--- config.mk ---
export PLATFORM = sky130hd
export DESIGN_NAME = capacity_partitioned_stack_unit
export DESIGN_NICKNAME = d
export VERILOG_FILES = /design/src/rtl/cps_pkg.sv /design/src/rtl/cps_cell.sv /design/src/rtl/capacity_partitioned_stack_unit.sv
export SDC_FILE = /design/constraint.sdc
export NUM_CORES = 2
export LEC_CHECK = 0
export ABC_AREA = 1
export BUFFER_PORTS_ARGS = -buffer_cell sky130_fd_sc_hd__buf_2
export CAP_MARGIN = 5
export CORE_ASPECT_RATIO = 1.25
export CORE_MARGIN = 8
export CORE_UTILIZATION = 30
export CTS_CLUSTER_DIAMETER = 200
export CTS_CLUSTER_SIZE = 28
export DETAILED_ROUTE_END_ITERATION = 12
export PLACE_DENSITY_LB_ADDON = 0.3
export SYNTH_ARGS = -nofsm -noshare
export SYNTH_HDL_FRONTEND = slang
export SYNTH_SLANG_ARGS = --single-unit
--- constraint.sdc ---
create_clock -name clock -period 11.85 [get_ports clock]
set_clock_uncertainty 0.05 [all_clocks]
set_input_delay 1.185 -clock clock [delete_from_list [all_inputs] [get_ports clock]]
set_output_delay 1.185 -clock clock [all_outputs]
set_load 0.05 [all_outputs]
--- src/rtl/cps_pkg.sv ---
`default_nettype none

package cps_pkg;

   localparam int STORE_DEPTH_DEF = 64;
   // position fields are sized for the deepest store allowed (4096)
   localparam int POS_W           = 12;
   localparam int CAP_W           = 7;
   localparam int IDX_W           = 6;
   localparam int START_W         = CAP_W + IDX_W;
   localparam logic [CAP_W-1:0] CAP_MIN   = 7'd1;
   localparam logic [CAP_W-1:0] CAP_MAX   = 7'd64;
   localparam logic [CAP_W-1:0] CAP_RESET = 7'd3;

   typedef enum logic [1:0] {
      CMD_PUSH   = 2'd0,
      CMD_POP    = 2'd1,
      CMD_POP_AT = 2'd2,
      CMD_NOP    = 2'd3
   } cmd_type;

   typedef enum logic [1:0] {
      ST_OK        = 2'd0,
      ST_EMPTY     = 2'd1,
      ST_BAD_INDEX = 2'd2,
      ST_FULL      = 2'd3
   } status_type;

   typedef enum logic [1:0] {
      OP_NONE   = 2'd0,
      OP_PUSH   = 2'd1,
      OP_REMOVE = 2'd2,
      OP_UNUSED = 2'd3
   } op_type;

   typedef enum logic [1:0] {
      S_IDLE  = 2'd0,
      S_SCALE = 2'd1,
      S_PLAN  = 2'd2,
      S_APPLY = 2'd3
   } state_type;

   typedef struct packed {
      cmd_type            cmd;
      logic signed [31:0] push_value;
      logic [IDX_W-1:0]   stack_index;
   } req_type;

   typedef struct packed {
      logic signed [31:0] popped_value;
      status_type         status;
      logic               now_empty;
   } rsp_type;

   // broadcast to every cell of the chain
   typedef struct packed {
      op_type           op;
      logic [POS_W-1:0] pos;
      logic [POS_W-1:0] hi;
   } bc_type;

endpackage

`default_nettype wire

--- src/rtl/cps_cell.sv ---
`default_nettype none

module cps_cell #(
   parameter int CELL_IDX = 0
) (
   input  wire                       clock,
   input  wire                       fire,
   input  cps_pkg::bc_type           bc,
   input  wire logic signed [31:0]   push_value,
   input  wire logic signed [31:0]   next_value,
   output logic signed [31:0]        value,
   output logic signed [31:0]        sel_value
);

   localparam logic [cps_pkg::POS_W-1:0] MY_IDX = cps_pkg::POS_W'(CELL_IDX);

   logic signed [31:0] value_ff;
   logic signed [31:0] value_in;
   logic               load;
   logic               shift;

   assign load  = fire && (bc.op == cps_pkg::OP_PUSH) && (bc.pos == MY_IDX);
   // the removed cell and the cells above it, below hi, take their upper neighbour's value
   assign shift = fire && (bc.op == cps_pkg::OP_REMOVE) && (bc.pos <= MY_IDX)
                  && (MY_IDX < bc.hi);

   always_comb begin
      priority if (load) begin
         value_in = push_value;
      end else if (shift) begin
         value_in = next_value;
      end else begin
         value_in = value_ff;
      end
   end

   always_ff @(posedge clock) begin
      value_ff <= value_in;
   end

   assign value     = value_ff;
   assign sel_value = (bc.pos == MY_IDX) ? value_ff : 32'sd0;

endmodule

`default_nettype wire

--- src/rtl/capacity_partitioned_stack_unit.sv ---
// channel  | direction | handshake          | payload
// req_     | in        | req_valid/req_stall | cps_pkg::req_type
// rsp_     | out       | rsp_valid/rsp_stall | cps_pkg::rsp_type
// csr_     | in        | csr_valid/csr_ready | sub-stack capacity, 7 bits
//
// From transfer to result: start multiply, position plan, then one
// update of the cell row that shifts every later element down at once.
// The update waits while a stalled result holds the output register; the next
// command is taken the cycle after the update, so commands never overlap.
// Synchronous reset empties the store (count to zero) and sets capacity 3;
// cell contents are not cleared.
`default_nettype none

module capacity_partitioned_stack_unit #(
   parameter int STORE_DEPTH = cps_pkg::STORE_DEPTH_DEF
) (
   input  wire                               clock,
   input  wire                               reset,
   input  wire                               req_valid,
   output logic                              req_stall,
   input  cps_pkg::req_type                  req_data,
   output logic                              rsp_valid,
   input  wire                               rsp_stall,
   output cps_pkg::rsp_type                  rsp_data,
   input  wire                               csr_valid,
   output logic                              csr_ready,
   input  wire logic [cps_pkg::CAP_W-1:0]    csr_data
);

   localparam int CNT_W = $clog2(STORE_DEPTH + 1);
   localparam int CMP_W = ((CNT_W > cps_pkg::START_W) ? CNT_W : cps_pkg::START_W) + 1;
   localparam logic [CNT_W-1:0] DEPTH_CNT = CNT_W'(STORE_DEPTH);

   cps_pkg::state_type              state_ff, state_in;
   cps_pkg::req_type                req_ff;
   logic [cps_pkg::START_W-1:0]     start_ff, start_in;
   cps_pkg::bc_type                 bc_ff, bc_in;
   cps_pkg::status_type             status_ff, status_in;
   logic [CNT_W-1:0]                count_ff, count_in;
   logic [cps_pkg::CAP_W-1:0]       cap_ff;
   logic [cps_pkg::CAP_W-1:0]       cap_eff;
   logic                            rsp_valid_ff;
   cps_pkg::rsp_type                rsp_ff, rsp_in;
   logic                            accept;
   logic                            apply_fire;
   logic                            out_busy;

   logic signed [31:0] cell_value [STORE_DEPTH];
   logic signed [31:0] cell_sel   [STORE_DEPTH];
   logic signed [31:0] picked;

   logic [CMP_W-1:0] sum_ext;
   logic [CMP_W-1:0] cnt_ext;
   logic [CMP_W-1:0] end_min;

   assign csr_ready = 1'b1;
   assign accept    = req_valid && !req_stall;
   assign out_busy  = rsp_valid_ff && rsp_stall;

   always_ff @(posedge clock) begin
      if (reset) begin
         cap_ff <= cps_pkg::CAP_RESET;
      end else if (csr_valid && csr_ready) begin
         cap_ff <= csr_data;
      end
   end

   always_comb begin
      priority if (cap_ff < cps_pkg::CAP_MIN) begin
         cap_eff = cps_pkg::CAP_MIN;
      end else if (cap_ff > cps_pkg::CAP_MAX) begin
         cap_eff = cps_pkg::CAP_MAX;
      end else begin
         cap_eff = cap_ff;
      end
   end

   // sequencer: next state
   always_comb begin
      state_in = state_ff;
      unique case (state_ff)
         cps_pkg::S_IDLE: begin
            if (accept) state_in = cps_pkg::S_SCALE;
         end
         cps_pkg::S_SCALE: begin
            state_in = cps_pkg::S_PLAN;
         end
         cps_pkg::S_PLAN: begin
            state_in = cps_pkg::S_APPLY;
         end
         cps_pkg::S_APPLY: begin
            if (!out_busy) state_in = cps_pkg::S_IDLE;
         end
         default: begin
            state_in = cps_pkg::S_IDLE;
         end
      endcase
   end

   // sequencer: outputs
   always_comb begin
      req_stall  = 1'b1;
      apply_fire = 1'b0;
      unique case (state_ff)
         cps_pkg::S_IDLE: begin
            req_stall = 1'b0;
         end
         cps_pkg::S_APPLY: begin
            apply_fire = !out_busy;
         end
         default: begin
            req_stall = 1'b1;
         end
      endcase
   end

   always_ff @(posedge clock) begin
      if (reset) begin
         state_ff <= cps_pkg::S_IDLE;
      end else begin
         state_ff <= state_in;
      end
   end

   always_ff @(posedge clock) begin
      if (accept) begin
         req_ff <= req_data;
      end
   end

   assign start_in = cps_pkg::START_W'(req_ff.stack_index) * cps_pkg::START_W'(cap_eff);

   always_ff @(posedge clock) begin
      start_ff <= start_in;
   end

   // top of the chosen sub-stack: min(start + cap, count) - 1
   assign sum_ext = CMP_W'(start_ff) + CMP_W'(cap_eff);
   assign cnt_ext = CMP_W'(count_ff);
   assign end_min = (sum_ext > cnt_ext) ? cnt_ext : sum_ext;

   always_comb begin
      bc_in.op  = cps_pkg::OP_NONE;
      bc_in.pos = cps_pkg::POS_W'(count_ff);
      bc_in.hi  = cps_pkg::POS_W'(count_ff - CNT_W'(1));
      status_in = cps_pkg::ST_OK;
      unique case (req_ff.cmd)
         cps_pkg::CMD_PUSH: begin
            if (count_ff == DEPTH_CNT) begin
               status_in = cps_pkg::ST_FULL;
            end else begin
               bc_in.op = cps_pkg::OP_PUSH;
            end
         end
         cps_pkg::CMD_POP: begin
            if (count_ff == '0) begin
               status_in = cps_pkg::ST_EMPTY;
            end else begin
               bc_in.op  = cps_pkg::OP_REMOVE;
               bc_in.pos = cps_pkg::POS_W'(count_ff - CNT_W'(1));
            end
         end
         cps_pkg::CMD_POP_AT: begin
            if (CMP_W'(start_ff) >= cnt_ext) begin
               status_in = cps_pkg::ST_BAD_INDEX;
            end else begin
               bc_in.op  = cps_pkg::OP_REMOVE;
               bc_in.pos = cps_pkg::POS_W'(end_min - CMP_W'(1));
            end
         end
         cps_pkg::CMD_NOP: begin
            bc_in.op = cps_pkg::OP_NONE;
         end
         default: begin
            bc_in.op = cps_pkg::OP_NONE;
         end
      endcase
   end

   always_ff @(posedge clock) begin
      if (state_ff == cps_pkg::S_PLAN) begin
         bc_ff     <= bc_in;
         status_ff <= status_in;
      end
   end

   genvar gi;
   generate
      for (gi = 0; gi < STORE_DEPTH; gi++) begin : g_cell
         logic signed [31:0] upper;
         if (gi == STORE_DEPTH - 1) begin : g_top
            assign upper = 32'sd0;
         end else begin : g_mid
            assign upper = cell_value[gi+1];
         end
         cps_cell #(
            .CELL_IDX(gi)
         ) u_cell (
            .clock      (clock),
            .fire       (apply_fire),
            .bc         (bc_ff),
            .push_value (req_ff.push_value),
            .next_value (upper),
            .value      (cell_value[gi]),
            .sel_value  (cell_sel[gi])
         );
      end
   endgenerate

   // only the addressed cell drives a non-zero value
   always_comb begin
      picked = 32'sd0;
      for (int i = 0; i < STORE_DEPTH; i++) begin
         picked = picked | cell_sel[i];
      end
   end

   always_comb begin
      unique case (bc_ff.op)
         cps_pkg::OP_PUSH:   count_in = count_ff + CNT_W'(1);
         cps_pkg::OP_REMOVE: count_in = count_ff - CNT_W'(1);
         default:            count_in = count_ff;
      endcase
      rsp_in.popped_value = (bc_ff.op == cps_pkg::OP_REMOVE) ? picked : 32'sd0;
      rsp_in.status       = status_ff;
      rsp_in.now_empty    = (count_in == '0);
   end

   always_ff @(posedge clock) begin
      if (reset) begin
         count_ff <= '0;
      end else if (apply_fire) begin
         count_ff <= count_in;
      end
   end

   always_ff @(posedge clock) begin
      if (reset) begin
         rsp_valid_ff <= 1'b0;
      end else if (apply_fire) begin
         rsp_valid_ff <= 1'b1;
      end else if (!rsp_stall) begin
         rsp_valid_ff <= 1'b0;
      end
   end

   always_ff @(posedge clock) begin
      if (apply_fire) begin
         rsp_ff <= rsp_in;
      end
   end

   assign rsp_valid = rsp_valid_ff;
   assign rsp_data  = rsp_ff;

endmodule

`default_nettype wire

# Yosys cells after proc, flatten, opt, wreduce, memory -nomap -nowiden
# Cells that the tools add are included.
# op_classes
n_eq_ne	75
n_reduce_logical	267
bitwise_logic	63
order_cmp	132
n_mux	212
multipliers	1
addsub	5
# ops
operator	count
$mux W32	192
$or A32 B32 Y32	63
$eq A12 B6 Y1 const B	32
$le A12 B6 Y1 const B	32
$lt A6 B12 Y1 const A	32
$logic_and A1 B1 Y1	196
$eq A12 B5 Y1 const B	16
$le A12 B5 Y1 const B	16
$lt A5 B12 Y1 const A	16
$reduce_bool A2 Y1	64
$eq A12 B4 Y1 const B	8
$le A12 B4 Y1 const B	8
$lt A4 B12 Y1 const A	8
$eq A12 B3 Y1 const B	4
$le A12 B3 Y1 const B	4
$lt A3 B12 Y1 const A	4
$mux W14	2
$eq A12 B2 Y1 const B	2
$le A12 B1 Y1 const B	2
$le A12 B2 Y1 const B	2
$lt A1 B12 Y1 const A	2
$lt A2 B12 Y1 const A	2
$pmux W12 S2	1
$pmux W2 S4	2
other kinds (27)	45
# totals
regBits	2181
out_inout_bits	38

# Depth between registers and ports, before layout
# depth
ltp_word	65
ltp_mapped	29
mapped_depth_nobuf	29

# Worst setup path after synthesis
# OpenSTA, ideal clock, no wires.
# synth_path
kind	in2reg
startpoint	input port rsp_stall
endpoint	register g_cell[34].u_cell.value_ff[0], enable pin
cell_stages	10
arrival_ns	5.345
required_ns	11.325
slack_ns	5.980
path_cell_list	nand2_1 nand2_1 inv_2 nand2_1 inv_2 buf_2 buf_2 nand2_1 buf_2 a221oi_1
# synth_via
elab_chain_cells	7
# synth_rtl
element	line	rtl
start: declaration	capacity_partitioned_stack_unit.sv:23	input wire rsp_stall,
$logic_and A1 B1 Y1 (*)	capacity_partitioned_stack_unit.sv:58	assign out_busy = rsp_valid_ff && rsp_stall;
$logic_not A1 Y1 (*)	capacity_partitioned_stack_unit.sv:109	apply_fire = !out_busy;
$mux W1 (*)	capacity_partitioned_stack_unit.sv:104	unique case (state_ff)
net apply_fire	capacity_partitioned_stack_unit.sv:45	logic apply_fire;
$logic_and A1 B1 Y1 (2 in series)	cps_cell.sv:24	assign shift = fire && (bc.op == cps_pkg::OP_REMOVE) && (bc.pos <= MY_IDX)
$logic_and A1 B1 Y1	cps_cell.sv:25	&& (MY_IDX < bc.hi);
$reduce_bool A2 Y1 (no source line) (*)	-	
end signal: assignment	cps_cell.sv:38	value_ff <= value_in;
end: declaration	cps_cell.sv:17	logic signed [31:0] value_ff;
# The timed path passes the listed nets; every way through them passes the cells marked *.
# A chain may end at the register's enable or synchronous reset.

# Final worst setup path
# layout_path
startpoint	register bc_ff[23] (netlist bit)
endpoint	register g_cell[37].u_cell.value_ff[14], enable pin
# layout_via
elab_chain_cells	4
# layout_rtl
element	line	rtl
start: declaration	capacity_partitioned_stack_unit.sv:37	cps_pkg::bc_type bc_ff, bc_in;
start signal: assignment	capacity_partitioned_stack_unit.sv:182	bc_ff <= bc_in;
$le A12 B6 Y1	cps_cell.sv:24	
$logic_and A1 B1 Y1	cps_cell.sv:24	
$logic_and A1 B1 Y1	cps_cell.sv:25	
$reduce_bool A2 Y1 (no source line) (*)	-	
end signal: assignment	cps_cell.sv:38	
end: declaration	cps_cell.sv:17	
# Every way passes the cells marked *; elsewhere a longest branch is shown, timed or not.

==> flow_summary.yaml <==
outcome:
  status: "finished clean"
die:
  num_io_pins: 90
  start_util_pct: 30.1
  coreArea_sq_mm: 0.350
  die_area_sq_mm: 0.371
  die_w_um: 546
  rows: 243
  fp.dieH_um: 679
sta:
  setup_viol: 0
  timing.fmax_mhz: 179
  worst_slack_ps: 6250
  fin_crit_ps: 5600
  rsz0062_at_grt: "false"
  period_share_pct: 47.2
  slew_violations: 0
  maxSlewHeadroom_pct: 7.90
  final.setup.tns_ps: 0
  finalHoldViolCount: 0
  hold_slack_ps: 383
  worst_pin_slew_ps: 1370
finish:
  synthToLayoutAreaGrowth_pct: 7.26
  final_cells: 14600
  fin_nets: 10000
  final_common_cell: "nand2_1"
  drive_above_1_share_pct: 6.99
  nFillCells: 35900
  final_util_pct: 32.3
  final_cell_area_sq_mm: 0.113
  final_cell_mix: "nand2_1 (2772), edfxtp_1 (2147), o21ai_0 (1821)"
placed_design:
  pre_cts_slack_ps: 5800
  dp.cells: 14500
  dp_hpwl_mm: 346
  gp_congestion: 0.994
  placed_cell_area_sq_mm: 0.111
  io_buffers: 88
logic_synthesis:
  synthMuxAreaShare_pct: 0.00948
  synth_edf_count: 2147
  synth_top_family_by_area: "compound AO/OA/AOI/OAI gates"
  synth_warnings: 0
  async_flop_share_pct: 0
  synth.area.top_cells: "edfxtp_1 (61%), nand2_1 (10%), o21ai_0 (8.7%), a22o_1 (4.5%), clkbuf_1 (1.8%)"
  synth_fp_nets: 10500
  synth_cell_type_count: 69
  synth_fa_ha_area_share_pct: 1.15
  synth_top_area_share_pct: 61.1
  yosysSeqAreaShare_pct: 61.7
  yosysTopAreaCell: "edfxtp_1"
  synthSimpleGateAreaFrac_pct: 15.4
  syn_inst: 10400
  synth-compound-area-share_pct: 16.7
  ys_ff_latch: 2177
  syn_area_sq_mm: 0.106
  ys.flop_type: "edfxtp_1"
  postSynthAreaPerCell_sq_um: 10.2
  synthXorXnorAreaFrac_pct: 0.183
clocking:
  clk_pin_slew_ps: 120
  cts_made_buffers: 88
  clockBufferDepth: 3
  cts_root_buf: "clkbuf_16"
  h-tree-depth: 3
  cts_setup_buffers: 0
  clock_latency_ps: 800
  cts_num_sinks: 2177
  cts_tree: "built"
  hold_buffers: 0
  cts-resized-gates: 0
power:
  power.density_mw_per_mm2: 128
  total_power_mw: 14.5
  ir_drop_mv: 0.124
  cellLeakagePower_nw: 41.7
critical_path:
  slowest_delay_ps: 800
  startpoint_type: "flip-flop"
  setup.worst_path.end_class: "flip-flop"
  startpoint: "bc_ff[23]"
  crit_required_ps: 12230
  worstReg2RegStart: "bc_ff[23]"
  cpMostUsedCell: "buf_4"
  path_class: "flip-flop to flip-flop"
  cp.buffers_inverters: 6
  cp.arrival_ps: 5980
  crit_slowest_cell: "buf_4"
  path_delay_family: "buffers and inverters"
  cp_max_fo: 52
  crit_chain: "nor2_4 -> nand2_8 -> inv_6 -> nand2_8 -> nor2_4 -> buf_4 -> buf_4 -> nand2_1 -> nor2_4 -> buf_4 -> inv_1 -> nand2_1 -> o211ai_1 -> o21ai_4 -> buf_4"
routing:
  route.final.wire_length_mm: 487
  routedWlPerCell_um: 33.3
  ant_nets: 0
  drc: 0
  avgViaCountPerCell: 5.87
  dr.pass1.iters: 7
  vias: 85700
  drt-initial-drc-count: 14900
global_route:
  grt_start_max_net_pins: 66
  antenna_found_initial: 20
  grt_pass1_wl_mm: 656
  grt_pass1_vias: 76100
  grt-ovfl-total: 0
  grt_usage_pct: 24.9
hold_path:
  hold_class: "flip-flop to flip-flop"
  hp-start: "status_ff[1]"
job:
  drv_cap: 0
[flip-flops by register name, summed over array words and instances (netlist names)]
name	count
rsp_valid	1
rsp_data	35
count_ff	7
g_cell.u_cell.value	2048
cap_ff	7
start_ff	13
state_ff	2
status_ff	2
bc_ff	22
req_ff	40
[report_power, final]
part           leakage, nW  internal (mW)  switching (mW)
clock network         1.16           1.41            2.57
logic                 21.0          0.365            1.56
registers             19.6           8.47           0.147
[final cells by class]
class / instances / area [sq um] / area share (%)
clock inverter: 5 / 75.1 / 0.0663
timing repair buffer: 310 / 2120 / 1.87
multi-input combinational: 6973 / 36400 / 32.2
inverter: 358 / 1380 / 1.22
antenna: 9 / 22.5 / 0.0199
tap: 4655 / 5820 / 5.15
sequential: 2177 / 65100 / 57.5
clock buffer: 106 / 2310 / 2.04
[kinds of logic (layout without fill, tap and decap cells)]
kind of cell    count (synthesis)  in the layout
simple gates                 3884           3884
compound gates               2982           2982
flops                        2177           2177
buf+inv                      1234            779
fa+ha+maj                      83             83
xor+xnor                       22             22
other cells                     1             10
mux                             1              1
[worst reg2reg max path, delay by kind of cell, from the launching register on]
kind | cells | cell delay [ps]
buffers and inverters | 6 | 2830
flip-flops | 1 | 480
AND/OR/NAND/NOR | 7 | 1590
AO/OA/AOI/OAI | 2 | 260
[synth_stat cells (8+ instances only)]
cell type	count
a22oi_1	8
ha_1	60
fa_1	23
nand3_1	290
o211ai_1	15
clkbuf_1	500
o31ai_1	8
nor2_4	23
a32o_1	51
buf_1	57
edfxtp_1	2147
o21ai_0	1830
nand4_1	149
o21ai_1	348
nand2_1	2828
inv_1	266
o22ai_1	11
a221oi_1	62
inv_2	55
nor4_1	107
nor3_1	44
xor2_1	16
buf_2	290
a21oi_1	70
dfxtp_1	30
a22o_1	544
nor2_2	19
nor2_1	375
buf_4	24
clkinv_1	34
[path summary, 6_finish.rpt]
path | slack, ps | cells past startpoint | endpoint
setup / recovery | 6250 | 15 | g_cell[37].u_cell.value[14]
hold / removal | 380 | 0 | rsp_data[2]
setup reg to reg | 6250 | 15 | g_cell[37].u_cell.value[14]
hold reg to reg | 380 | 0 | rsp_data[2]
[routing by layer]
metal	GRT usage [%]	up-vias	part of all wire [%]
met4	9.24	14	4.7
met2	38.5	6276	44
met5	0	-	0.020
li1	-	36100	-
met1	33.0	42500	38
met3	7.46	872	13
Note: power is estimated with default switching activity, not from simulation.
